<file path="config.mk">
export PLATFORM = sky130hd
export DESIGN_NAME = pid_step_variable_dt_unit
export DESIGN_NICKNAME = d
export VERILOG_FILES = /design/src/rtl/core/psvd_pkg.sv /design/src/rtl/core/pid_step_variable_dt_unit.sv
export SDC_FILE = /design/constraint.sdc
export NUM_CORES = 2
export LEC_CHECK = 0
export BUFFER_PORTS_ARGS = -buffer_cell sky130_fd_sc_hd__buf_2
export CORE_UTILIZATION = 40
export CTS_CLUSTER_SIZE = 16
export DETAILED_ROUTE_END_ITERATION = 8
export GPL_TIMING_DRIVEN = 1
export MAX_ROUTING_LAYER = met4
export PLACE_DENSITY_LB_ADDON = 0.15
export SKIP_CTS_REPAIR_TIMING = 1
export SYNTH_ARGS = -nofsm -noshare
export SYNTH_HDL_FRONTEND = slang
export SYNTH_SLANG_ARGS = --single-unit
</file>
<file path="constraint.sdc">
create_clock -name aclk -period 12.9 [get_ports aclk]
set_input_delay 1.935 -clock aclk [delete_from_list [all_inputs] [get_ports aclk]]
set_output_delay 1.935 -clock aclk [all_outputs]
set_load 0.02 [all_outputs]
</file>
<file path="src/rtl/core/psvd_pkg.sv">
// Shared types, constants and the control store of the variable-timestep PID step unit.
package psvd_pkg;

    // Input and result words
    typedef struct packed {
        logic signed [15:0] error_sample;
        logic        [31:0] time_ms;
    } in_word_t;

    typedef struct packed {
        logic signed [31:0] drive;
        logic signed [15:0] corrected_error;
        logic               dt_zero;
    } out_word_t;

    // Configuration register map
    typedef enum logic [1:0] {
        REG_KP_GAIN,
        REG_KD_GAIN,
        REG_KI_GAIN,
        REG_ERROR_OFFSET
    } reg_index_t;

    localparam logic signed [31:0] KP_GAIN_RESET      = 32'sd655360;
    localparam logic signed [31:0] KD_GAIN_RESET      = 32'sd6554;
    localparam logic signed [31:0] KI_GAIN_RESET      = 32'sd65536000;
    localparam logic signed [15:0] ERROR_OFFSET_RESET = 16'sd0;

    // Integral magnitude clamp, 2^41
    localparam int unsigned IT_W = 42;
    localparam logic [IT_W-1:0] IT_CLAMP = IT_W'(1) << 41;

    // Derivative divide: 40-bit dividend, one quotient bit per cycle
    localparam int unsigned QUO_W = 40;
    localparam int unsigned CNT_W = $clog2(QUO_W);
    localparam logic [CNT_W-1:0] DIV_LAST = CNT_W'(QUO_W - 1);

    // Accumulator for the three signed terms
    localparam int unsigned ACC_W = 45;

    // Sequencer program counter and fixed program points
    localparam int unsigned PC_W = 4;
    localparam logic [PC_W-1:0] PC_IDLE = 4'd0;
    localparam logic [PC_W-1:0] PC_PREP = 4'd1;
    localparam logic [PC_W-1:0] PC_DIV  = 4'd8;
    localparam logic [PC_W-1:0] PC_EMIT = 4'd11;

    // Control word fields
    typedef enum logic [2:0] {
        OP_NOP,
        OP_LOAD,
        OP_PREP,
        OP_ITERM,
        OP_DIV_STEP,
        OP_SUM_PD,
        OP_SUM_IT,
        OP_EMIT
    } alu_op_t;

    typedef enum logic [2:0] {
        MA_KP,
        MA_KD,
        MA_KI,
        MA_A_LO,
        MA_A_HI
    } mul_a_t;

    typedef enum logic [1:0] {
        MB_E,
        MB_DIFF,
        MB_S,
        MB_DT
    } mul_b_t;

    typedef enum logic [2:0] {
        MD_NONE,
        MD_P,
        MD_DNUM,
        MD_A,
        MD_LO,
        MD_HI
    } mul_dst_t;

    typedef enum logic [2:0] {
        J_NEXT,
        J_ALWAYS,
        J_NO_INPUT,
        J_CNT_NZ,
        J_OUT_FULL
    } jump_t;

    typedef struct packed {
        alu_op_t         op;
        mul_a_t          mul_a;
        mul_b_t          mul_b;
        mul_dst_t        mul_dst;
        jump_t           jump;
        logic [PC_W-1:0] target;
    } ctrl_word_t;

    // Control store: one word per step, jump taken when the condition holds
    function automatic ctrl_word_t ucode_rom(input logic [PC_W-1:0] pc);
        ctrl_word_t cw;
        cw = '{OP_NOP, MA_KP, MB_E, MD_NONE, J_ALWAYS, PC_IDLE};
        case (pc)
            4'd0:  cw = '{OP_LOAD,     MA_KP,   MB_E,    MD_NONE, J_NO_INPUT, PC_IDLE};
            4'd1:  cw = '{OP_PREP,     MA_KP,   MB_E,    MD_NONE, J_NEXT,     PC_IDLE};
            4'd2:  cw = '{OP_NOP,      MA_KP,   MB_E,    MD_P,    J_NEXT,     PC_IDLE};
            4'd3:  cw = '{OP_NOP,      MA_KD,   MB_DIFF, MD_DNUM, J_NEXT,     PC_IDLE};
            4'd4:  cw = '{OP_NOP,      MA_KI,   MB_S,    MD_A,    J_NEXT,     PC_IDLE};
            4'd5:  cw = '{OP_NOP,      MA_A_LO, MB_DT,   MD_LO,   J_NEXT,     PC_IDLE};
            4'd6:  cw = '{OP_NOP,      MA_A_HI, MB_DT,   MD_HI,   J_NEXT,     PC_IDLE};
            4'd7:  cw = '{OP_ITERM,    MA_KP,   MB_E,    MD_NONE, J_NEXT,     PC_IDLE};
            4'd8:  cw = '{OP_DIV_STEP, MA_KP,   MB_E,    MD_NONE, J_CNT_NZ,   PC_DIV};
            4'd9:  cw = '{OP_SUM_PD,   MA_KP,   MB_E,    MD_NONE, J_NEXT,     PC_IDLE};
            4'd10: cw = '{OP_SUM_IT,   MA_KP,   MB_E,    MD_NONE, J_NEXT,     PC_IDLE};
            4'd11: cw = '{OP_EMIT,     MA_KP,   MB_E,    MD_NONE, J_OUT_FULL, PC_EMIT};
            4'd12: cw = '{OP_NOP,      MA_KP,   MB_E,    MD_NONE, J_ALWAYS,   PC_IDLE};
            default: cw = '{OP_NOP, MA_KP, MB_E, MD_NONE, J_ALWAYS, PC_IDLE};
        endcase
        return cw;
    endfunction

endpackage

</file>
<file path="src/rtl/core/pid_step_variable_dt_unit.sv">
// Variable-timestep PID step unit: microcoded sequencer, shared multiplier, serial divider.
//
// Each input word carries a Q8.8 error sample and a wrapping millisecond timestamp. The unit
// subtracts error_offset (saturating), takes dt as the timestamp difference mod 2^32, and
// returns drive = Kp*e + Kd*(e - previous e)/dt + Ki*(sum + e)*dt in Q16.16, each term
// truncated toward zero and the total saturated to 32 bits, plus the corrected error and a
// dt_zero flag (derivative term dropped). One word is worked on at a time: one 32x32
// multiplier is used over five steps and the derivative quotient comes from a restoring
// divider that yields one quotient bit per cycle, 40 bits in all. A new word is taken once
// the sequencer is back at its first step; a finished result waits in the output register
// without holding back the next word, and the sequencer waits at its emit step only while
// the previous result is still unread.
// Configuration writes take effect at once and belong between words.
module pid_step_variable_dt_unit
    import psvd_pkg::*;
(
    input  logic        aclk,
    input  logic        aresetn,
    // configuration write port
    input  logic        cfg_wr_en,
    input  logic [1:0]  cfg_index,
    input  logic [31:0] cfg_wdata,
    // input words
    input  logic        s_valid,
    output logic        s_ready,
    input  in_word_t    s_data,
    // result words
    output logic        m_valid,
    input  logic        m_ready,
    output out_word_t   m_data
);

    // Sequencer
    logic [PC_W-1:0]  pc_reg, pc_next;
    ctrl_word_t       cw;
    logic             jump_taken;
    logic             accept;
    logic             out_full;

    // Configuration registers
    logic signed [31:0] kp_gain_reg, kp_gain_next;
    logic signed [31:0] kd_gain_reg, kd_gain_next;
    logic signed [31:0] ki_gain_reg, ki_gain_next;
    logic signed [15:0] error_offset_reg, error_offset_next;

    // Controller state
    logic signed [15:0] prev_error_reg, prev_error_next;
    logic signed [31:0] error_sum_reg, error_sum_next;
    logic        [31:0] prev_time_reg, prev_time_next;

    // Per-word working registers
    logic signed [15:0] e_reg, e_next;
    logic        [31:0] time_reg, time_next;
    logic        [31:0] dt_reg, dt_next;
    logic               dt_zero_reg, dt_zero_next;
    logic        [15:0] diff_mag_reg, diff_mag_next;
    logic               diff_neg_reg, diff_neg_next;
    logic        [31:0] s_mag_reg, s_mag_next;
    logic               s_neg_reg, s_neg_next;
    logic        [47:0] p_prod_reg, p_prod_next;
    logic        [47:0] dnum_reg, dnum_next;
    logic        [63:0] a_reg, a_next;
    logic        [63:0] lo_reg, lo_next;
    logic        [63:0] hi_reg, hi_next;
    logic [IT_W-1:0]    it_mag_reg, it_mag_next;
    logic [QUO_W-1:0]   quo_reg, quo_next;
    logic        [31:0] rem_reg, rem_next;
    logic [CNT_W-1:0]   cnt_reg, cnt_next;
    logic signed [ACC_W-1:0] acc_reg, acc_next;

    // Output register
    logic               m_valid_reg, m_valid_next;
    out_word_t          m_data_reg, m_data_next;

    // Datapath intermediates
    logic        [31:0] kp_mag, kd_mag, ki_mag;
    logic        [15:0] e_mag;
    logic        [31:0] mul_opa, mul_opb;
    logic        [63:0] mul_prod;
    logic signed [16:0] corr17;
    logic signed [15:0] corr_sat;
    logic signed [16:0] diff17, diff17_neg;
    logic signed [32:0] sum33, sum33_neg;
    logic signed [31:0] sum_sat;
    logic        [63:0] mid;
    logic        [48:0] it_frac;
    logic        [32:0] rem_sh;
    logic               div_ge;
    logic        [32:0] rem_sub;
    logic signed [ACC_W-1:0] p_term, d_term, it_term;
    logic signed [31:0] drive_sat;

    // Sign and magnitude to a signed accumulator operand
    function automatic logic signed [ACC_W-1:0] apply_sign(input logic [IT_W-1:0] m,
                                                          input logic neg);
        logic signed [ACC_W-1:0] v;
        v = signed'({{(ACC_W-IT_W){1'b0}}, m});
        return neg ? -v : v;
    endfunction

    // Control word and handshakes
    assign cw       = ucode_rom(pc_reg);
    assign s_ready  = (cw.op == OP_LOAD);
    assign accept   = s_valid && s_ready;
    assign out_full = m_valid_reg && !m_ready;
    assign m_valid  = m_valid_reg;
    assign m_data   = m_data_reg;

    // Next step
    always_comb begin
        case (cw.jump)
            J_NEXT:     jump_taken = 1'b0;
            J_ALWAYS:   jump_taken = 1'b1;
            J_NO_INPUT: jump_taken = !s_valid;
            J_CNT_NZ:   jump_taken = (cnt_reg != '0);
            J_OUT_FULL: jump_taken = out_full;
            default:    jump_taken = 1'b0;
        endcase
        pc_next = jump_taken ? cw.target : pc_reg + 1'b1;
    end

    // Magnitudes of gains and error
    assign kp_mag = kp_gain_reg[31] ? unsigned'(-kp_gain_reg) : unsigned'(kp_gain_reg);
    assign kd_mag = kd_gain_reg[31] ? unsigned'(-kd_gain_reg) : unsigned'(kd_gain_reg);
    assign ki_mag = ki_gain_reg[31] ? unsigned'(-ki_gain_reg) : unsigned'(ki_gain_reg);
    assign e_mag  = e_reg[15] ? unsigned'(-e_reg) : unsigned'(e_reg);

    // Shared 32x32 multiplier
    always_comb begin
        case (cw.mul_a)
            MA_KP:   mul_opa = kp_mag;
            MA_KD:   mul_opa = kd_mag;
            MA_KI:   mul_opa = ki_mag;
            MA_A_LO: mul_opa = a_reg[31:0];
            MA_A_HI: mul_opa = a_reg[63:32];
            default: mul_opa = '0;
        endcase
        case (cw.mul_b)
            MB_E:    mul_opb = {16'b0, e_mag};
            MB_DIFF: mul_opb = {16'b0, diff_mag_reg};
            MB_S:    mul_opb = s_mag_reg;
            MB_DT:   mul_opb = dt_reg;
            default: mul_opb = '0;
        endcase
    end
    assign mul_prod = {32'b0, mul_opa} * {32'b0, mul_opb};

    // Offset correction, saturated to 16 bits
    assign corr17 = {s_data.error_sample[15], s_data.error_sample}
                  - {error_offset_reg[15], error_offset_reg};
    assign corr_sat = (corr17[16] != corr17[15]) ? (corr17[16] ? 16'sh8000 : 16'sh7fff)
                                                 : corr17[15:0];

    // Error difference and running sum
    assign diff17     = {e_reg[15], e_reg} - {prev_error_reg[15], prev_error_reg};
    assign diff17_neg = -diff17;
    assign sum33      = {{17{e_reg[15]}}, e_reg} + {error_sum_reg[31], error_sum_reg};
    assign sum33_neg  = -sum33;
    assign sum_sat    = (sum33[32] != sum33[31])
                      ? (sum33[32] ? 32'sh8000_0000 : 32'sh7fff_ffff) : sum33[31:0];

    // Integral magnitude from the split product, clamped
    assign mid     = hi_reg + {32'b0, lo_reg[63:32]};
    assign it_frac = {mid[16:0], lo_reg[31:0]};

    // Restoring divide step
    assign rem_sh  = {rem_reg, quo_reg[QUO_W-1]};
    assign div_ge  = (rem_sh >= {1'b0, dt_reg});
    assign rem_sub = rem_sh - {1'b0, dt_reg};

    // Signed terms
    assign p_term  = apply_sign({2'b0, p_prod_reg[47:8]}, kp_gain_reg[31] ^ e_reg[15]);
    assign d_term  = dt_zero_reg ? '0
                   : apply_sign({2'b0, quo_reg}, kd_gain_reg[31] ^ diff_neg_reg);
    assign it_term = apply_sign(it_mag_reg, ki_gain_reg[31] ^ s_neg_reg);

    // Drive saturation
    assign drive_sat = (acc_reg[ACC_W-1:31] != {(ACC_W-31){acc_reg[31]}})
                     ? (acc_reg[ACC_W-1] ? 32'sh8000_0000 : 32'sh7fff_ffff)
                     : acc_reg[31:0];

    // Configuration writes
    always_comb begin
        kp_gain_next      = kp_gain_reg;
        kd_gain_next      = kd_gain_reg;
        ki_gain_next      = ki_gain_reg;
        error_offset_next = error_offset_reg;
        if (cfg_wr_en) begin
            case (reg_index_t'(cfg_index))
                REG_KP_GAIN:      kp_gain_next      = cfg_wdata;
                REG_KD_GAIN:      kd_gain_next      = cfg_wdata;
                REG_KI_GAIN:      ki_gain_next      = cfg_wdata;
                REG_ERROR_OFFSET: error_offset_next = cfg_wdata[15:0];
                default: ;
            endcase
        end
    end

    // Datapath next values, driven by the control word
    always_comb begin
        prev_error_next = prev_error_reg;
        error_sum_next  = error_sum_reg;
        prev_time_next  = prev_time_reg;
        e_next          = e_reg;
        time_next       = time_reg;
        dt_next         = dt_reg;
        dt_zero_next    = dt_zero_reg;
        diff_mag_next   = diff_mag_reg;
        diff_neg_next   = diff_neg_reg;
        s_mag_next      = s_mag_reg;
        s_neg_next      = s_neg_reg;
        p_prod_next     = p_prod_reg;
        dnum_next       = dnum_reg;
        a_next          = a_reg;
        lo_next         = lo_reg;
        hi_next         = hi_reg;
        it_mag_next     = it_mag_reg;
        quo_next        = quo_reg;
        rem_next        = rem_reg;
        cnt_next        = cnt_reg;
        acc_next        = acc_reg;
        m_data_next     = m_data_reg;
        m_valid_next    = m_valid_reg;

        // result taken downstream
        if (m_valid_reg && m_ready) begin
            m_valid_next = 1'b0;
        end

        // multiplier destination
        case (cw.mul_dst)
            MD_P:    p_prod_next = mul_prod[47:0];
            MD_DNUM: dnum_next   = mul_prod[47:0];
            MD_A:    a_next      = mul_prod;
            MD_LO:   lo_next     = mul_prod;
            MD_HI:   hi_next     = mul_prod;
            default: ;
        endcase

        case (cw.op)
            OP_LOAD: begin
                if (accept) begin
                    e_next       = corr_sat;
                    time_next    = s_data.time_ms;
                    dt_next      = s_data.time_ms - prev_time_reg;
                    dt_zero_next = (s_data.time_ms == prev_time_reg);
                end
            end
            OP_PREP: begin
                diff_neg_next   = diff17[16];
                diff_mag_next   = diff17[16] ? diff17_neg[15:0] : diff17[15:0];
                s_neg_next      = sum33[32];
                s_mag_next      = sum33[32] ? sum33_neg[31:0] : sum33[31:0];
                prev_error_next = e_reg;
                error_sum_next  = sum_sat;
                prev_time_next  = time_reg;
            end
            OP_ITERM: begin
                it_mag_next = (|mid[63:17]) ? IT_CLAMP : {1'b0, it_frac[48:8]};
                quo_next    = dnum_reg[47:8];
                rem_next    = '0;
                cnt_next    = DIV_LAST;
            end
            OP_DIV_STEP: begin
                rem_next = div_ge ? rem_sub[31:0] : rem_sh[31:0];
                quo_next = {quo_reg[QUO_W-2:0], div_ge};
                if (cnt_reg != '0) begin
                    cnt_next = cnt_reg - 1'b1;
                end
            end
            OP_SUM_PD: begin
                acc_next = p_term + d_term;
            end
            OP_SUM_IT: begin
                acc_next = acc_reg + it_term;
            end
            OP_EMIT: begin
                if (!out_full) begin
                    m_data_next.drive           = drive_sat;
                    m_data_next.corrected_error = e_reg;
                    m_data_next.dt_zero         = dt_zero_reg;
                    m_valid_next                = 1'b1;
                end
            end
            default: ;
        endcase
    end

    // Control and state registers
    always_ff @(posedge aclk) begin
        if (!aresetn) begin
            pc_reg           <= PC_IDLE;
            cnt_reg          <= '0;
            m_valid_reg      <= 1'b0;
            kp_gain_reg      <= KP_GAIN_RESET;
            kd_gain_reg      <= KD_GAIN_RESET;
            ki_gain_reg      <= KI_GAIN_RESET;
            error_offset_reg <= ERROR_OFFSET_RESET;
            prev_error_reg   <= '0;
            error_sum_reg    <= '0;
            prev_time_reg    <= '0;
        end else begin
            pc_reg           <= pc_next;
            cnt_reg          <= cnt_next;
            m_valid_reg      <= m_valid_next;
            kp_gain_reg      <= kp_gain_next;
            kd_gain_reg      <= kd_gain_next;
            ki_gain_reg      <= ki_gain_next;
            error_offset_reg <= error_offset_next;
            prev_error_reg   <= prev_error_next;
            error_sum_reg    <= error_sum_next;
            prev_time_reg    <= prev_time_next;
        end
    end

    // Payload registers
    always_ff @(posedge aclk) begin
        e_reg        <= e_next;
        time_reg     <= time_next;
        dt_reg       <= dt_next;
        dt_zero_reg  <= dt_zero_next;
        diff_mag_reg <= diff_mag_next;
        diff_neg_reg <= diff_neg_next;
        s_mag_reg    <= s_mag_next;
        s_neg_reg    <= s_neg_next;
        p_prod_reg   <= p_prod_next;
        dnum_reg     <= dnum_next;
        a_reg        <= a_next;
        lo_reg       <= lo_next;
        hi_reg       <= hi_next;
        it_mag_reg   <= it_mag_next;
        quo_reg      <= quo_next;
        rem_reg      <= rem_next;
        acc_reg      <= acc_next;
        m_data_reg   <= m_data_next;
    end

    // An accepted word always moves on to the prepare step
    assert property (@(posedge aclk) disable iff (!aresetn)
        accept |=> (pc_reg == PC_PREP))
        else $error("accepted word did not advance to prepare step");

    // A result appears only from the emit step
    assert property (@(posedge aclk) disable iff (!aresetn)
        $rose(m_valid_reg) |-> ($past(pc_reg) == PC_EMIT))
        else $error("result raised outside emit step");

    // Divider count is idle outside the divide loop
    assert property (@(posedge aclk) disable iff (!aresetn)
        (pc_reg != PC_DIV) |-> (cnt_reg == '0))
        else $error("divide counter busy outside divide step");

endmodule
</file>
# After elaboration in Yosys (flattened, before gate mapping)
# Memories as Yosys holds them, arrays and structs flattened. A register that Yosys moved wholly into a read port is not among the register bits.
# Index checks and enable logic that the tools add are counted.
# word_totals
ram_bits	0
mem_bits_ro	272
out_inout_bits	51
memories	1
register_bits	830
input_bits	87
latchBits	0
word_cells	138
# classes
mul	1
bitwise_logic	4
reduce_logical	19
n_lt_le_gt_ge	1
mux	31
div	0
shifts	0
n_eq_ne	31
add_sub_neg	19
# memory_table
memory	depth	word_bits	read_ports	rd_clocked_by_memory_dff	write_ports	line_no	text
(name not given)	16	17	1	1	0	psvd_pkg.sv:105	case (pc)
# op_table
cell	n
$mux W32	9
$mux W45	4
$pmux W32 S5	1
$neg A32 Y32	4
$pmux W32 S4	1
$add A45 B45 Y45	2
$neg A40 Y45	2
$pmux W45 S2	1
$pmux W40 S2	1
$add A64 B32 Y64	1
$mul A32 B32 Y64	1
$mux W16	4
$pmux W32 S2	1
$sub A32 B32 Y32	2
$reduce_or A47 Y1	1
$neg A42 Y45	1
$mux W42	1
$sub A16 B16 Y17	2
$add A16 B32 Y33	1
$ge A33 B32 Y1	1
$eq A32 B32 Y1	1
$neg A16 Y16	2
$eq A3 B2 Y1 const B	8
$eq A3 B3 Y1 const B	8
22 further kinds	46

# Logic depth before layout (Yosys ltp)
# logic_depth
word_depth	5
ltp_mapped	41

# Least setup slack after synthesis
# No wires, ideal clock.
# synth_path
kind	reg-to-reg
startpoint	reg kd_gain_reg[2]
endpoint	reg a_reg[62] (data pin)
stages_incl_launch_ff	37
required_time_ps	12654
setup_slack_ps	2193
t_arrival_ps	10461
path_cell_list	dfxtp_1 -> or3_1 -> or2_1 -> or4_4 -> or3_1 -> or4_4 -> nand2b_4 -> o31ai_4 -> xor2_1 -> nor2_1 -> a2111oi_2 -> buf_2 -> nor2_1 -> fa_1 -> inv_1 -> fa_1 -> fa_1 -> fa_1 -> inv_1 -> fa_1 -> fa_1 -> fa_1 -> inv_1 -> fa_1 -> inv_1 -> ha_1 -> clkbuf_1 -> nand2_1 -> or3_1 -> o31ai_1 -> o211a_1 -> nand2_1 -> o21ai_0 -> a211oi_1 -> o41ai_1 -> nand2_1 -> o311ai_0
# synth_via
elab_chain_len	4
# synth_lines
item	line_no	text
start: declaration	pid_step_variable_dt_unit.sv:42	logic signed [31:0] kd_gain_reg, kd_gain_next;
start signal: assignment	pid_step_variable_dt_unit.sv:307	kd_gain_reg <= kd_gain_next;
$neg A32 Y32	pid_step_variable_dt_unit.sv:124	assign kd_mag = kd_gain_reg[31] ? unsigned'(-kd_gain_reg) : unsigned'(kd_gain_reg);
$mux W32 *	pid_step_variable_dt_unit.sv:124	
$pmux W32 S5 *	pid_step_variable_dt_unit.sv:130	case (cw.mul_a)
$mul A32 B32 Y64 *	pid_step_variable_dt_unit.sv:146	assign mul_prod = {32'b0, mul_opa} * {32'b0, mul_opb};
via mul_prod[62]	pid_step_variable_dt_unit.sv:79	logic [63:0] mul_prod;
end signal: assignment	pid_step_variable_dt_unit.sv:328	a_reg <= a_next;
end: declaration	pid_step_variable_dt_unit.sv:62	logic [63:0] a_reg, a_next;
# Mark *: on every way through the listed nets, which the timed path passes. The rest lies on a longest branch.
# A chain may end at the register's enable or synchronous reset.

# Worst setup path in the final report
# layout_path
startpoint	reg ki_gain_reg[14]
endpoint	reg lo_reg[60] (data pin)
# layout_via
elab_chain_len	4
# layout_lines
item	line_no	text
start: declaration	pid_step_variable_dt_unit.sv:43	logic signed [31:0] ki_gain_reg, ki_gain_next;
start signal: assignment	pid_step_variable_dt_unit.sv:308	ki_gain_reg <= ki_gain_next;
$neg A32 Y32	pid_step_variable_dt_unit.sv:125	assign ki_mag = ki_gain_reg[31] ? unsigned'(-ki_gain_reg) : unsigned'(ki_gain_reg);
$mux W32 *	pid_step_variable_dt_unit.sv:125	
$pmux W32 S5 *	pid_step_variable_dt_unit.sv:130	
$mul A32 B32 Y64 *	pid_step_variable_dt_unit.sv:146	
via mul_prod[60]	pid_step_variable_dt_unit.sv:79	
end signal: assignment	pid_step_variable_dt_unit.sv:329	lo_reg <= lo_next;
end: declaration	pid_step_variable_dt_unit.sv:63	logic [63:0] lo_reg, lo_next;
# Marked as above.

==> metrics.txt <==
Yosys cell types=95; initial antenna violation count=16; Post-synth EDFFs=603; fraction of registers with async set/reset=0%; Starting Density=40.3%; Hold EP=prev_time_reg[22]$_SDFFE_PN0N_; VDD IR max=0.000875 V; critical path required time=13470 ps; final period utilization=93.7%; clock latency on the worst-skew pair=750 ps; post-route setup TNS=0 ps; pin count of the biggest net entering global routing=78; Tightest Pin Transition=1420 ps; worst min path class=flop to flop; Most common cell on crit path=fa_1; final HPWL from detailed placement=between 200000 and 250000 µm; Internal=0.0118 W; Mapped Area=81700 µm²; Ys Warns=0; Rel. slew slack=around 5.4%; # clock sinks=821; Core Box Area=203000 µm²; via count=64800; first-pass GRT wire length=422000 µm; RR Startpoint=ki_gain_reg[14]$_SDFFE_PN0P_; TritonCTS buffer count=96; Setup crit end kind=flop; Logic pwr share=69.4%; grt ovf=0; Max Fclk=0.0827 GHz; Ports=~140; sequential standard cell area=22500 µm²; antenna viol nets, final=0; Seq cells post-synth=821; FILL cells=19900; Fin Hold WS=452 ps; RR Endpoint=lo_reg[60]$_DFFE_PN_; Synth area leaders=edfxtp_1 (22%), fa_1 (22%), ha_1 (8.1%), nand2_1 (6.0%), inv_1 (5.6%); Chip Width=454 µm; Max-Cap Viols=0; routed wire length=285000 µm; router iterations before antenna repair=5; Switching Share=55.2%; GR Util All Layers=28.5%; ys flop type=edfxtp_1; RSZ-0062 raised after global routing=no; Switch Pwr=0.0145 W; Power Density=around 290 nW/µm²; Post-Syn Nets=10500; part of the power in registers=between 10% and 20%; Final Net Count=10500; Reg2Reg Depth=34; row count=165; Worst path max stage delay=670 ps; delay-heaviest family, CP=adder cells; status=finished, final reports clean; Critical Path Start Type=flop; vias in the first global route=about 65000; port bufs=137; area leader, netlist=edfxtp_1; TritonCTS clock tree=yes; Mapped Cells=9019; # DRC=0; skew final=65.0 ps; beginning of the critical path=ki_gain_reg[14]$_SDFFE_PN0P_; fraction of layout cells with a size suffix above 1=7.01%; Die Height=454 µm; Slowest-stage cell, CP=or3_1; final setup fails=0; Hold Path Stages=2; kind of critical path=flop to flop; Crit path arrival time=12660 ps; crit-path max FO=8; Clock Tree Buf Depth=3; most frequent cells in the layout=nand2_1 (1299), inv_1 (1206), fa_1 (904), nor2_1 (873), edfxtp_1 (603); average cell area after synthesis=roughly 9 µm²; Layout area overhead=9.41%; Max H-tree Level=3; Worst-path clk slew=60 ps; drt wl/cell=approximately 24 µm; Crit path buffers/inverters=5; Slew Limit Fails=0; routability congestion estimate=0.994; die area=206000 µm²; commonest non-fill, non-tap cell in the layout=nand2_1; Via-to-Cell Ratio=5.49; r2r setup slk=810 ps; crit path time final=12090 ps; Final Hold Fails=0; Leak Pwr=38.8 nW; area share of the largest cell type after synthesis=22.2%; Hold Startpoint=prev_time_reg[22]$_SDFFE_PN0N_; 1st-iter DRT viols=5174; root buf cell=clkbuf_16; sequential share of the synthesized area=27.5%; clock network power share=11.0%; critical path depth=34; area taken by multi-input logic gates=53700 µm²
[layer usage]
metal	routed length (µm)	GRT usage, %	vias up
li1	-	-	29800
met1	124000	37.3	32200
met2	129000	43.8	2229
met3	18800	4.28	476
met4	14100	12.0	0
met5	0	-	-
[cell usage after synthesis, drive strengths merged, types with 12 or more instances]
cell type and count:
mux2i 51, xnor2 288, nand2 1301, a31o 14, o31a 15, or4 41, xor2 248, or2 30
o211ai 28, buf 33, a21oi 544, a2111oi 17, nor4 49, a21o 121, nor3 103, o41ai 25
a31oi 57, mux2 23, nor2b 50, o21a 42, clkbuf 369, nand4 61, nor2 876, nand3 113
a211o 16, ha 526, and2 129, o22ai 19, a22oi 12, or3 58, nand2b 55, inv 1210
fa 904, o21bai 45, and3 44, dfxtp 218, edfxtp 603, o31ai 88, a211oi 53, o21ai 362
[cells by family (layout without fill, tap and decap cells)]
group / Yosys count / in the layout / synth area share (%)
other: 0 / 24 / 0
and+or+nand+nor: 2963 / 2963 / 16.0
adders and majority gates: 1435 / 1435 / 30.3
DFF: 821 / 821 / 27.5
AOI/OAI and AO/OA: 1572 / 1572 / 12.0
buffers and inverters: 1614 / 1691 / 7.44
muxes: 78 / 78 / 1.05
xor gates and xnor gates: 536 / 536 / 5.75
[tightest hold or removal path: cells and delay by family, from the launching register on]
family          cells  cell delay [ps]
flops               1              310
simple gates        1               50
compound gates      1               50
[layout make-up]
class	instances	area share, %
well taps	2672	3.74
diodes	24	0.0672
inverters	1212	5.10
multi-input cells	6584	60.1
clock buffers	123	2.95
clock inverters	58	0.791
flip-flops and latches	821	25.1
repair buffers	298	2.12
[metrics by stage]
step / power (W) / instances / util (%) / area (µm²) / setup slack (ps)
2_1_floorplan: 0.0147 / 9019 / - / 81700 / 2190
3_3_place_gp: 0.0231 / 11600 / 42.5 / 86000 / 1120
3_5_place_dp: 0.0233 / 11600 / 42.5 / 86000 / 977
4_1_cts: 0.0263 / 11800 / 44.1 / 89300 / 921
5_1_grt: 0.0277 / 11800 / 44.1 / 89400 / 115
6_report: 0.0263 / 11800 / 44.1 / 89400 / 813
[worst max-delay path by stage]
stage | to | slack (ps)
global route | hi_reg[62]$_DFFE_PN_ | 110
CTS | lo_reg[62]$_DFFE_PN_ | 920
finish | lo_reg[60]$_DFFE_PN_ | 810
floorplan | a_reg[62]$_DFFE_PN_ | 2190
detailed placement | hi_reg[62]$_DFFE_PN_ | 980
global placement | hi_reg[60]$_DFFE_PN_ | 1120
[power groups by stage]
| stage | registers, W | logic (W) | clock network (W) |
|---|---|---|---|
| after floorplan | 0.00511 | 0.00964 | 0 |
| after global placement | 0.00522 | 0.0179 | 0 |
| after detailed placement | 0.00522 | 0.0181 | 0 |
| after CTS | 0.00517 | 0.0182 | 0.00294 |
| after global routing | 0.00523 | 0.0195 | 0.00304 |
| final | 0.00516 | 0.0183 | 0.00288 |
No activity file was read; power rests on OpenSTA's default activity.
